## config.mk

```make
export PLATFORM = sky130hd
export DESIGN_NAME = pce_ctrl
export DESIGN_NICKNAME = d
export VERILOG_FILES = /design/src/sv/pce_pkg.sv /design/src/sv/pce_ctrl.sv
export SDC_FILE = /design/constraint.sdc
export NUM_CORES = 1
export LEC_CHECK = 0
export BUFFER_PORTS_ARGS = -buffer_cell sky130_fd_sc_hd__buf_2
export CAP_MARGIN = 20
export CELL_PAD_IN_SITES_DETAIL_PLACEMENT = 0
export CELL_PAD_IN_SITES_GLOBAL_PLACEMENT = 2
export CORE_MARGIN = 1
export CORE_UTILIZATION = 37
export DETAILED_ROUTE_END_ITERATION = 8
export PLACE_DENSITY = 0.85
export SYNTH_ARGS = -nofsm -noshare
export SYNTH_HDL_FRONTEND = slang
export SYNTH_SLANG_ARGS = --single-unit
```

## constraint.sdc

```tcl
create_clock -name aclk -period 6.5 [get_ports aclk]
set_input_delay 1.3 -clock aclk [delete_from_list [all_inputs] [get_ports aclk]]
set_output_delay 1.3 -clock aclk [all_outputs]
set_load 0.05 [all_outputs]
```

## src/sv/pce_pkg.sv

```systemverilog
// shared types, constants and helper functions of the piecewise curve evaluator
`default_nettype none

package pce_pkg;

    localparam int FRAC_BITS  = 16;
    localparam int MAX_POINTS = 64;
    localparam int IDX_W      = 6;
    localparam int CNT_W      = 7;
    localparam int STEP_W     = 5;
    localparam int ITER_W     = 5;
    localparam int DATA_W     = 32;
    localparam int PW         = DATA_W + 1;
    localparam int TW         = FRAC_BITS + 1;
    localparam int BW         = FRAC_BITS + 3;
    localparam int MA_W       = BW + 1;
    localparam int MB_W       = PW + 1;
    localparam int MP_W       = MA_W + MB_W;
    localparam int ACC_W      = MP_W + 2;
    localparam int ONE        = 1 << FRAC_BITS;
    localparam int BEZ_LAST   = 10;

    localparam logic [1:0] CFG_MODE  = 2'd0;
    localparam logic [1:0] CFG_COUNT = 2'd1;
    localparam logic [1:0] CFG_ITER  = 2'd2;

    localparam logic FUNC_WRITE = 1'b0;
    localparam logic FUNC_QUERY = 1'b1;

    typedef enum logic [4:0] {
        S_IDLE,
        S_RD_P,
        S_LD_P,
        S_LD_N,
        S_TEST,
        S_DIV,
        S_LMUL,
        S_LRES,
        S_RD_H1,
        S_LD_H1,
        S_LD_H2,
        S_XBEZ,
        S_BIS,
        S_YBEZ,
        S_CRES,
        S_FALL_RD,
        S_FALL_LD,
        S_FALL_RES,
        S_FIN
    } pce_state_t;

    typedef enum logic [3:0] {
        OP_NONE,
        OP_START,
        OP_DIV_INIT,
        OP_DIV_STEP,
        OP_LMUL,
        OP_RES_LIN,
        OP_RES_PY,
        OP_BIS_INIT,
        OP_BEZ,
        OP_BIS_UPD,
        OP_RES_CUB
    } pce_op_t;

    typedef enum logic [2:0] {
        LD_NONE,
        LD_P,
        LD_N,
        LD_H1,
        LD_H2
    } pce_ld_t;

    typedef struct packed {
        pce_op_t            op;
        pce_ld_t            ld;
        logic [IDX_W-1:0]   rd_addr;
        logic               wr_en;
        logic               out_load;
        logic               miss;
        logic               use_y;
        logic [STEP_W-1:0]  bez_step;
    } pce_cmd_t;

    typedef struct packed {
        logic x_ge_p;
        logic x_gt_p;
        logic x_lt_n;
    } pce_stat_t;

    // divide by ONE, rounding toward zero
    function automatic logic signed [ACC_W-1:0] trunc_one(input logic signed [ACC_W-1:0] v);
        logic signed [ACC_W-1:0] tmp;
        tmp = v[ACC_W-1] ? (v + $signed(ACC_W'(ONE - 1))) : v;
        return tmp >>> FRAC_BITS;
    endfunction

    function automatic logic [DATA_W-1:0] sat32(input logic signed [ACC_W-1:0] v);
        logic [ACC_W-DATA_W:0] top;
        top = v[ACC_W-1:DATA_W-1];
        if ((&top) || !(|top)) begin
            return v[DATA_W-1:0];
        end else if (v[ACC_W-1]) begin
            return {1'b1, {(DATA_W-1){1'b0}}};
        end else begin
            return {1'b0, {(DATA_W-1){1'b1}}};
        end
    endfunction

endpackage

`default_nettype wire

```

## src/sv/pce_ctrl.sv

```systemverilog
// sequencer: configuration registers, segment search, divide and bisection control
`default_nettype none

module pce_ctrl (
    input  wire                        aclk,
    input  wire                        aresetn,
    input  wire                        cfg_wr_en,
    input  wire [1:0]                  cfg_index,
    input  wire [6:0]                  cfg_data,
    input  wire                        s_valid,
    output logic                       s_ready,
    input  wire                        s_func,
    output logic                       m_valid,
    input  wire                        m_ready,
    input  pce_pkg::pce_stat_t         stat,
    output pce_pkg::pce_cmd_t          cmd
);

    localparam int CW = pce_pkg::CNT_W;
    localparam int SW = pce_pkg::STEP_W;
    localparam int IW = pce_pkg::ITER_W;

    pce_pkg::pce_state_t state_reg, state_next;
    logic          mode_reg;
    logic [CW-1:0] count_reg;
    logic [IW-1:0] iter_cfg_reg;
    logic [CW-1:0] pidx_reg, pidx_next, nidx_reg, nidx_next;
    logic [SW-1:0] cnt_reg, cnt_next;
    logic [IW-1:0] iter_reg, iter_next;
    logic          miss_reg, miss_next;
    logic          m_valid_reg, m_valid_next;

    logic [CW-1:0] n_eff, seg_step, extra, fall_idx, h1_idx, h2_idx;
    logic          seg_ok, hit, accept, out_free;

    always_comb begin
        if (count_reg < CW'(2)) begin
            n_eff = CW'(2);
        end else if (count_reg > CW'(pce_pkg::MAX_POINTS)) begin
            n_eff = CW'(pce_pkg::MAX_POINTS);
        end else begin
            n_eff = count_reg;
        end
        seg_step = mode_reg ? CW'(3) : CW'(1);
        extra    = mode_reg ? CW'(2) : CW'(1);
        // last usable next point index differs by mode
        seg_ok   = (nidx_reg + extra) <= n_eff;
        fall_idx = n_eff - extra;
        h1_idx   = pidx_reg + CW'(1);
        h2_idx   = pidx_reg + CW'(2);
        hit      = (mode_reg ? stat.x_gt_p : stat.x_ge_p) && stat.x_lt_n;
        accept   = s_valid && (state_reg == pce_pkg::S_IDLE);
        out_free = !m_valid_reg || m_ready;
    end

    // next state
    always_comb begin
        state_next = state_reg;
        pidx_next  = pidx_reg;
        nidx_next  = nidx_reg;
        cnt_next   = cnt_reg;
        iter_next  = iter_reg;
        miss_next  = miss_reg;
        case (state_reg)
            pce_pkg::S_IDLE: begin
                if (accept && s_func == pce_pkg::FUNC_QUERY) begin
                    pidx_next  = mode_reg ? CW'(1) : CW'(0);
                    nidx_next  = mode_reg ? CW'(4) : CW'(1);
                    state_next = pce_pkg::S_RD_P;
                end
            end
            pce_pkg::S_RD_P:  state_next = seg_ok ? pce_pkg::S_LD_P : pce_pkg::S_FALL_RD;
            pce_pkg::S_LD_P:  state_next = pce_pkg::S_LD_N;
            pce_pkg::S_LD_N:  state_next = pce_pkg::S_TEST;
            pce_pkg::S_TEST: begin
                cnt_next = '0;
                if (mode_reg && stat.x_ge_p && !stat.x_gt_p) begin
                    miss_next  = 1'b0;
                    state_next = pce_pkg::S_FIN;
                end else if (hit) begin
                    state_next = mode_reg ? pce_pkg::S_RD_H1 : pce_pkg::S_DIV;
                end else begin
                    pidx_next  = pidx_reg + seg_step;
                    nidx_next  = nidx_reg + seg_step;
                    state_next = pce_pkg::S_RD_P;
                end
            end
            pce_pkg::S_DIV: begin
                cnt_next = cnt_reg + SW'(1);
                if (cnt_reg == SW'(pce_pkg::FRAC_BITS - 1)) begin
                    state_next = pce_pkg::S_LMUL;
                end
            end
            pce_pkg::S_LMUL: state_next = pce_pkg::S_LRES;
            pce_pkg::S_LRES: begin
                miss_next  = 1'b0;
                state_next = pce_pkg::S_FIN;
            end
            pce_pkg::S_RD_H1: state_next = pce_pkg::S_LD_H1;
            pce_pkg::S_LD_H1: state_next = pce_pkg::S_LD_H2;
            pce_pkg::S_LD_H2: begin
                cnt_next   = '0;
                iter_next  = iter_cfg_reg;
                state_next = (iter_cfg_reg == '0) ? pce_pkg::S_YBEZ : pce_pkg::S_XBEZ;
            end
            pce_pkg::S_XBEZ: begin
                cnt_next = cnt_reg + SW'(1);
                if (cnt_reg == SW'(pce_pkg::BEZ_LAST)) begin
                    cnt_next   = '0;
                    state_next = pce_pkg::S_BIS;
                end
            end
            pce_pkg::S_BIS: begin
                iter_next  = iter_reg - IW'(1);
                state_next = (iter_reg == IW'(1)) ? pce_pkg::S_YBEZ : pce_pkg::S_XBEZ;
            end
            pce_pkg::S_YBEZ: begin
                cnt_next = cnt_reg + SW'(1);
                if (cnt_reg == SW'(pce_pkg::BEZ_LAST)) begin
                    cnt_next   = '0;
                    state_next = pce_pkg::S_CRES;
                end
            end
            pce_pkg::S_CRES: begin
                miss_next  = 1'b0;
                state_next = pce_pkg::S_FIN;
            end
            pce_pkg::S_FALL_RD:  state_next = pce_pkg::S_FALL_LD;
            pce_pkg::S_FALL_LD:  state_next = pce_pkg::S_FALL_RES;
            pce_pkg::S_FALL_RES: begin
                miss_next  = 1'b1;
                state_next = pce_pkg::S_FIN;
            end
            pce_pkg::S_FIN: begin
                if (out_free) begin
                    state_next = pce_pkg::S_IDLE;
                end
            end
            default: state_next = pce_pkg::S_IDLE;
        endcase
    end

    // outputs
    always_comb begin
        cmd          = '0;
        cmd.op       = pce_pkg::OP_NONE;
        cmd.ld       = pce_pkg::LD_NONE;
        cmd.miss     = miss_reg;
        cmd.bez_step = cnt_reg;
        s_ready      = 1'b0;
        case (state_reg)
            pce_pkg::S_IDLE: begin
                s_ready   = 1'b1;
                cmd.wr_en = accept && (s_func == pce_pkg::FUNC_WRITE);
                if (accept && s_func == pce_pkg::FUNC_QUERY) begin
                    cmd.op = pce_pkg::OP_START;
                end
            end
            pce_pkg::S_RD_P: cmd.rd_addr = pidx_reg[pce_pkg::IDX_W-1:0];
            pce_pkg::S_LD_P: begin
                cmd.ld      = pce_pkg::LD_P;
                cmd.rd_addr = nidx_reg[pce_pkg::IDX_W-1:0];
            end
            pce_pkg::S_LD_N: cmd.ld = pce_pkg::LD_N;
            pce_pkg::S_TEST: begin
                if (mode_reg && stat.x_ge_p && !stat.x_gt_p) begin
                    cmd.op = pce_pkg::OP_RES_PY;
                end else begin
                    cmd.op = pce_pkg::OP_DIV_INIT;
                end
            end
            pce_pkg::S_DIV:   cmd.op = pce_pkg::OP_DIV_STEP;
            pce_pkg::S_LMUL:  cmd.op = pce_pkg::OP_LMUL;
            pce_pkg::S_LRES:  cmd.op = pce_pkg::OP_RES_LIN;
            pce_pkg::S_RD_H1: cmd.rd_addr = h1_idx[pce_pkg::IDX_W-1:0];
            pce_pkg::S_LD_H1: begin
                cmd.ld      = pce_pkg::LD_H1;
                cmd.rd_addr = h2_idx[pce_pkg::IDX_W-1:0];
            end
            pce_pkg::S_LD_H2: begin
                cmd.ld = pce_pkg::LD_H2;
                cmd.op = pce_pkg::OP_BIS_INIT;
            end
            pce_pkg::S_XBEZ: cmd.op = pce_pkg::OP_BEZ;
            pce_pkg::S_BIS:  cmd.op = pce_pkg::OP_BIS_UPD;
            pce_pkg::S_YBEZ: begin
                cmd.op    = pce_pkg::OP_BEZ;
                cmd.use_y = 1'b1;
            end
            pce_pkg::S_CRES:     cmd.op = pce_pkg::OP_RES_CUB;
            pce_pkg::S_FALL_RD:  cmd.rd_addr = fall_idx[pce_pkg::IDX_W-1:0];
            pce_pkg::S_FALL_LD:  cmd.ld = pce_pkg::LD_P;
            pce_pkg::S_FALL_RES: cmd.op = pce_pkg::OP_RES_PY;
            pce_pkg::S_FIN:      cmd.out_load = out_free;
            default: ;
        endcase
        m_valid_next = cmd.out_load || (m_valid_reg && !m_ready);
        m_valid      = m_valid_reg;
    end

    always_ff @(posedge aclk) begin
        if (!aresetn) begin
            state_reg    <= pce_pkg::S_IDLE;
            mode_reg     <= 1'b0;
            count_reg    <= CW'(2);
            iter_cfg_reg <= IW'(16);
            pidx_reg     <= '0;
            nidx_reg     <= '0;
            cnt_reg      <= '0;
            iter_reg     <= '0;
            miss_reg     <= 1'b0;
            m_valid_reg  <= 1'b0;
        end else begin
            state_reg   <= state_next;
            pidx_reg    <= pidx_next;
            nidx_reg    <= nidx_next;
            cnt_reg     <= cnt_next;
            iter_reg    <= iter_next;
            miss_reg    <= miss_next;
            m_valid_reg <= m_valid_next;
            if (cfg_wr_en) begin
                case (cfg_index)
                    pce_pkg::CFG_MODE:  mode_reg     <= cfg_data[0];
                    pce_pkg::CFG_COUNT: count_reg    <= cfg_data[CW-1:0];
                    pce_pkg::CFG_ITER:  iter_cfg_reg <= cfg_data[IW-1:0];
                    default: ;
                endcase
            end
        end
    end

endmodule

`default_nettype wire

```

==> reports/qor.yml, run 1 <==
cts_buffer_depth: 2
required_ns: 5.20
synth_fp_nets: 459
switching_share: 0.4511
pwr-share-comb: 0.419
start_util: 0.3834
fin_crit_ns: 4.247
slew_headroom: 0.3365
endpoint: "cmd[13]"
synth-edff-count: 0
wl_per_cell_um: 16.65
yosysWarnings: 0
grt_pass1_vias: 2923
cp.arrival_ns: 2.95
final-hold-violation-count: 0
r2r_cells: 12
cts_root_buf: "clkbuf_8"
grt_pass1_wl_mm: 15.21
synthCells: 418
crit_fanout: 26
cts_max_level: 2
wl_met1_mm: 4.612
finalPower_uw: 954.0
r2r_end: "state_reg[2]"
status: "finished, final reports clean"
p_switching_uw: 430.3
grt_overflow: 0
worst_hold_slack_ns: 0.4697
dr_wl_met2_mm: 4.188
fp-row-count: 34
max-cap-violations: 0
power_density_nw_per_um2: 257.2
dr.max_layer_used: "met4"
gp_congestion: 0.8416
crit_start: "state_reg[1]"
worstSetupStartpointType: "flop"
rsz0062_at_grt: "false"
postCtsSetupBuffers: 0
yosys.area.top_type: "dfxtp_1"
drc: 0
timing_worst_setup_path_type: "flop to primary output"
first_pass_iters: 4
cts.repair.resized: 0
synthTopCellsByArea: "dfxtp_1 (26%), ha_1 (7.1%), nor2_1 (6.4%)"
ys_ff_latch: 43
final_common_cell: "nor2_1"
final_cell_mix: "nor2_1 (57), dfxtp_1 (43), buf_2 (41), nand2_1 (27), a21oi_1 (22)"
ys_types: 69
numCtsBuffers: 5
coreArea_sq_um: 8763
clk_pin_slew_ns: 0.09
r2r-start: "mode_reg"
hold_path_class: "flop to flop"
insertedDiodeCount: 0
ys.flop_type: "dfxtp_1"
port_buffers: 41
syn_area_per_cell_sq_um: 8.037
drt_iter0_drc: 223
netlist_area_sq_um: 3359
async_flop_share: 0
period_share: 0.6533
nets: 486
cts_hold_buf: 0
intPower_uw: 523.7
via_per_inst: 5.621
final.setup_skew_ns: 0.008326
worst_pin_slew_ns: 0.9938
area_delta_synth_final_pct: 10.43
track_usage: 0.1982
hpwl_mm: 7.033
r2r_slack_ns: 3.33
p_leak_uw: 0.001532
finalSetupViolations: 0
clk_latency_ns: 0.30
pwr-share-seq: 0.350
peakVddDrop_v: 0.0001048
dpl-instance-area_sq_um: 3595
die_area_sq_um: 9464
cts_tree: "yes"
crit_path_end_kind: "primary output"
dr_total_vias: 3114
die_x_um: 97.29
grt_max_degree: 31
grt_antenna_before_repair: 0
fmax_ghz: 0.2355
setup_tns_ns: 0
drv_slew: 0
met3_length_um: 386
ys_seq_area_frac: 0.2562
cts_sinks: 43
design_area_sq_um: 3710
pwr-share-clk: 0.231
ant_nets: 0
die_h_um: 97.29
final_core_util: 0.4233
synth_top_area_frac: 0.2562
drive_gt1_frac: 0.1480
io_pins: 42
drt-total-wl_mm: 9.224
[cell usage after synthesis, types with 4 or more instances]
| library cell | number |
|---|---|
| nand3_1 | 16 |
| a22oi_1 | 5 |
| mux2i_1 | 15 |
| fa_1 | 4 |
| xor2_1 | 7 |
| dfxtp_1 | 43 |
| nand2_1 | 27 |
| o21ai_0 | 14 |
| o22ai_1 | 4 |
| clkbuf_1 | 10 |
| a21oi_1 | 22 |
| inv_1 | 21 |
| ha_1 | 19 |
| or4_1 | 5 |
| nor3b_1 | 4 |
| xnor2_1 | 15 |
| a211oi_1 | 5 |
| nor3_1 | 8 |
| a21boi_0 | 4 |
| nor2_1 | 57 |
| nand4_1 | 4 |
| nor2b_1 | 9 |
| and3_1 | 5 |
| nand2b_1 | 10 |
| buf_2 | 6 |
| o211ai_1 | 5 |
| a221oi_1 | 6 |
| nand3b_1 | 5 |
[cell type report]
cell class,instances,area [sq um]
inverters,21,78.83
flip-flops and latches,43,860.8
fillers,902,5054
clock buffers,5,68.82
multi-input cells,332,2307
repair buffers,42,212.7
clock inverters,3,46.29
well taps,108,135.1
[layer usage]
layer | up-vias | GRT usage
met5 | - | 0
met4 | 0 | 0.03054
met3 | 2 | 0.03237
met2 | 62 | 0.3109
met1 | 1474 | 0.2903
li1 | 1576 | -
[per-stage QoR]
| step | std cells | setup slack, ns |
|---|---|---|
| finish | 554 | 2.253 |
| CTS | 554 | 2.223 |
| floorplan | 418 | 2.210 |
| global placement | 546 | 2.541 |
| global route | 554 | 2.034 |
| detailed placement | 546 | 2.507 |
[logic make-up after synthesis]
logic type,count (synthesis),share of synthesized area
buf+inv,43,0.05699
fa+ha+maj,23,0.09460
xor+xnor,22,0.05736
compound gates,101,0.2257
mux,15,0.04469
flops,43,0.2562
simple gates,171,0.2644
[critical path: stages, from the launching register on]
cell	delay, ns
dfxtp_1	0.89
or3b_2	0.54
nor3_1	0.54
a22oi_1	0.22
o311ai_0	0.13
buf_2	0.33
[power by group through the flow]
stage	Sequential, uW	Combinational (uW)	Clock, uW
floorplan	305	347	0
global placement	339	398	0
detailed placement	340	399	0
CTS	334	400	226
global route	341	439	238
finish	334	399	220
[worst min-delay path by stage]
stage | from | to | depth (start not counted) | slack (ns)
detailed placement | miss_reg | miss_reg | 2 | 0.46
CTS | miss_reg | miss_reg | 2 | 0.48
global placement | miss_reg | miss_reg | 2 | 0.46
global route | miss_reg | miss_reg | 2 | 0.51
floorplan | miss_reg | miss_reg | 2 | 0.45
finish | miss_reg | miss_reg | 2 | 0.47
Note: power is estimated with default switching activity, not from simulation.
==> run 2, diff against run 1 <==
--- a/config.mk
+++ b/config.mk
@@ -5,14 +5,15 @@
 export SDC_FILE = /design/constraint.sdc
 export NUM_CORES = 1
 export LEC_CHECK = 0
+export ABC_AREA = 1
 export BUFFER_PORTS_ARGS = -buffer_cell sky130_fd_sc_hd__buf_2
 export CAP_MARGIN = 20
 export CELL_PAD_IN_SITES_DETAIL_PLACEMENT = 0
 export CELL_PAD_IN_SITES_GLOBAL_PLACEMENT = 2
 export CORE_MARGIN = 1
-export CORE_UTILIZATION = 37
+export CORE_UTILIZATION = 28
 export DETAILED_ROUTE_END_ITERATION = 8
-export PLACE_DENSITY = 0.85
+export PLACE_DENSITY = 0.76
 export SYNTH_ARGS = -nofsm -noshare
 export SYNTH_HDL_FRONTEND = slang
 export SYNTH_SLANG_ARGS = --single-unit
==> constraint.sdc (replaced) <==
create_clock -name aclk -period 3.58 [get_ports aclk]
set_input_delay 0.716 -clock aclk [delete_from_list [all_inputs] [get_ports aclk]]
set_output_delay 0.716 -clock aclk [all_outputs]
set_load 0.05 [all_outputs]
==> reports/qor.yml, run 2 <==
power_density_nw_per_um2: 527.9  # +110%
crit_fanout: 4  # -85%
critPathMaxStageDelay_ns: 0.41  # -0.48 ns
port_buffers: 41  # unchanged
die_x_um: 111.5  # +15%
drt_iter0_drc: 171  # -23%
cp_common_cell: "nand3_1"
intPower_uw: 1042  # +99%
peakVddDrop_v: 0.0002475  # +140%
period_share: 0.8578
hold_path_class: "flop to flop"
grt_pass1_vias: 3340  # +14%
cts_root_buf: "clkbuf_16"
r2r_end: "state_reg[3]"
via_per_inst: 4.939  # -12%
worstSetupStartpointType: "flop"
path_cells: "inv_1 > nand3_1 > nand3b_1 > nand3_1 > ha_1 > fa_1 > nand3_1 > nand3_1 > nand4_1 > buf_2"
switching_share: 0.4861  # +0.03507
clk_latency_ns: 0.31  # about the same
coreArea_sq_um: 11560  # +32%
insertedDiodeCount: 0  # unchanged
final-hold-violation-count: 0  # unchanged
grt_pass1_wl_mm: 16.97  # +12%
p_switching_uw: 985.5  # +130%
crit_path_top_delay_cell: "fa_1"
r2r_cells: 14  # +2
grt_max_degree: 22  # -29%
synth_top_area_frac: 0.2565  # +0.0002866
cts_tree: "yes"
cp_num_buf_inv: 2  # +1
clk_pin_slew_ns: 0.07  # -0.02 ns
pwr-share-clk: 0.236  # +0.005
first_pass_iters: 6  # +2
synth_fp_nets: 575  # +25%
ys_ff_latch: 43  # unchanged
syn_area_per_cell_sq_um: 6.284  # -22%
violations: "DRC"
yosys.area.top_type: "dfxtp_1"
ys.flop_type: "dfxtp_1"
p_leak_uw: 0.001866  # +22%
die_area_sq_um: 12430  # +31%
finalSetupViolations: 0  # unchanged
finalPower_uw: 2027  # +110%
timing_worst_setup_path_type: "flop to primary output"
ys_seq_area_frac: 0.2565  # +0.0002866
die_h_um: 111.5  # +15%
r2r-start: "mode_reg"
max-cap-violations: 0  # unchanged
dr_total_vias: 3536  # +14%
cp.arrival_ns: 2.36  # -0.59 ns
grt_overflow: 0  # unchanged
r2r_slack_ns: 0.76  # -2.57 ns
wl_per_cell_um: 14.60  # -12%
start_util: 0.2902  # -0.09319
cp.depth: 10  # +5
area_delta_synth_final_pct: 14.43
pwr-share-seq: 0.293  # -0.057
worst_pin_slew_ns: 0.8449  # -0.1489 ns
final_common_cell: "nand2_1"
slew_headroom: 0.4361  # +0.09955
synthTopCellsByArea: "dfxtp_1 (26%), nand2_1 (13%), inv_1 (7.9%)"
nets: 613  # +26%
yosysWarnings: 0  # unchanged
cts.repair.resized: 0  # unchanged
drive_gt1_frac: 0.1099  # -0.03803
io_pins: 42  # unchanged
crit_path_end_kind: "primary output"
final_cell_mix: "nand2_1 (120), inv_1 (71), nor2_1 (67), nand3_1 (47), dfxtp_1 (43)"
required_ns: 2.86  # -2.34 ns
fin_crit_ns: 3.071
pwr-share-comb: 0.471  # +0.052
drc: 2  # +2
setup_tns_ns: 0  # unchanged
status: "finished with violations"
yosysMostFrequentCell: "nand2_1"
synth_commonest_cells: "nand2_1 (120), inv_1 (71), nor2_1 (67)"
synth-edff-count: 0  # unchanged
rsz0062_at_grt: "false"
fmax_ghz: 0.3256
fp-row-count: 39  # +15%
drt-total-wl_mm: 10.46  # +13%
gp_congestion: 0.8782  # +4.3%
cts_buffer_depth: 2  # unchanged
ys_types: 37  # -46%
crit_family: "simple AND/OR/NAND/NOR gates"
async_flop_share: 0  # unchanged
cts_hold_buf: 0  # unchanged
drv_slew: 0  # unchanged
grt_antenna_before_repair: 0  # unchanged
cts_max_level: 2  # unchanged
track_usage: 0.1749  # -0.02332
final.setup_skew_ns: 0.007785  # -0.0005412 ns
postCtsSetupBuffers: 0  # unchanged
netlist_area_sq_um: 3356  # -0.11%
synthCells: 534  # +28%
endpoint: "cmd[11]"
cts_sinks: 43  # unchanged
hpwl_mm: 8.190  # +16%
ant_nets: 0  # unchanged
numCtsBuffers: 5  # unchanged
crit_start: "count_reg[2]"
run 2: cell count changes in the layout (fill, tap and decap cells not counted), sizes merged, moves of 15 or more:
cell   delta
inv      +53
mux2i    -15
nand2    +95
nor2     +15
nand3    +31
a21oi    +18
o21ai    +22
run 2: worst min path at each step:
stage,start,slack (ns),depth (start not counted),endpoint
4_1_cts,iter_cfg_reg[1],0.48,2,iter_cfg_reg[1]
6_report,iter_cfg_reg[1],0.47,2,iter_cfg_reg[1]
2_1_floorplan,iter_cfg_reg[1],0.44,2,iter_cfg_reg[1]
3_3_place_gp,iter_reg[4],0.45,2,iter_reg[4]
3_5_place_dp,iter_cfg_reg[1],0.47,2,iter_cfg_reg[1]
5_1_grt,iter_cfg_reg[1],0.49,2,iter_cfg_reg[1]
run 2: worst min-delay path, delay by kind of cell, from the launching register on:
family / cells / cell delay (ns)
buffers and inverters: 1 / 0.07
flip-flops: 1 / 0.31
AO/OA/AOI/OAI: 1 / 0.06
run 2: stage by stage:
step | util | hold WS [ns] | worst slack, ns | instance area (sq um) | instances
6_report | 0.3320 | 0.4748 | 0.5090 | 3840 | 716
5_1_grt | 0.3320 | 0.4932 | 0.2889 | 3840 | 716
4_1_cts | 0.3320 | 0.4830 | 0.4735 | 3840 | 716
3_5_place_dp | 0.3195 | 0.4722 | 0.7207 | 3695 | 708
3_3_place_gp | 0.3195 | 0.4548 | 0.8572 | 3695 | 708
2_1_floorplan | - | 0.4448 | 0.6352 | 3356 | 534
run 2: power groups by stage:
stage	registers, uW	clock network, uW	logic (uW)
global route	603	513	1070
finish	594	478	956
global placement	602	0	944
CTS	592	501	955
detailed placement	603	0	947
floorplan	606	0	709
run 2: area by class of cell:
cell class | instances | area (sq um)
clock inverters | 3 | 20.02
multi-input cells | 404 | 2157
clock buffers | 5 | 125.1
repair buffers | 42 | 212.7
fillers | 1292 | 7725
flip-flops and latches | 43 | 860.8
well taps | 143 | 178.9
inverters | 76 | 285.3
run 2: cell families (layout without fill, tap and decap cells):
group | Yosys count | in the layout | synth area share
flip-flops | 43 | 43 | 0.2565
AO/OA/AOI/OAI | 97 | 97 | 0.1603
AND/OR/NAND/NOR | 269 | 269 | 0.3486
XOR/XNOR | 15 | 15 | 0.03915
buffers and inverters | 87 | 126 | 0.1007
adder cells (fa/ha/maj) | 23 | 23 | 0.09471
run 2: routing by layer:
layer	routed length [um]	GRT usage	vias up	part of all wire
li1	-	-	1821	-
met1	5040	0.2316	1629	0.48
met2	4789	0.2779	74	0.46
met3	443	0.03593	12	0.042
met4	184	0.06937	0	0.018
met5	0	0	-	0
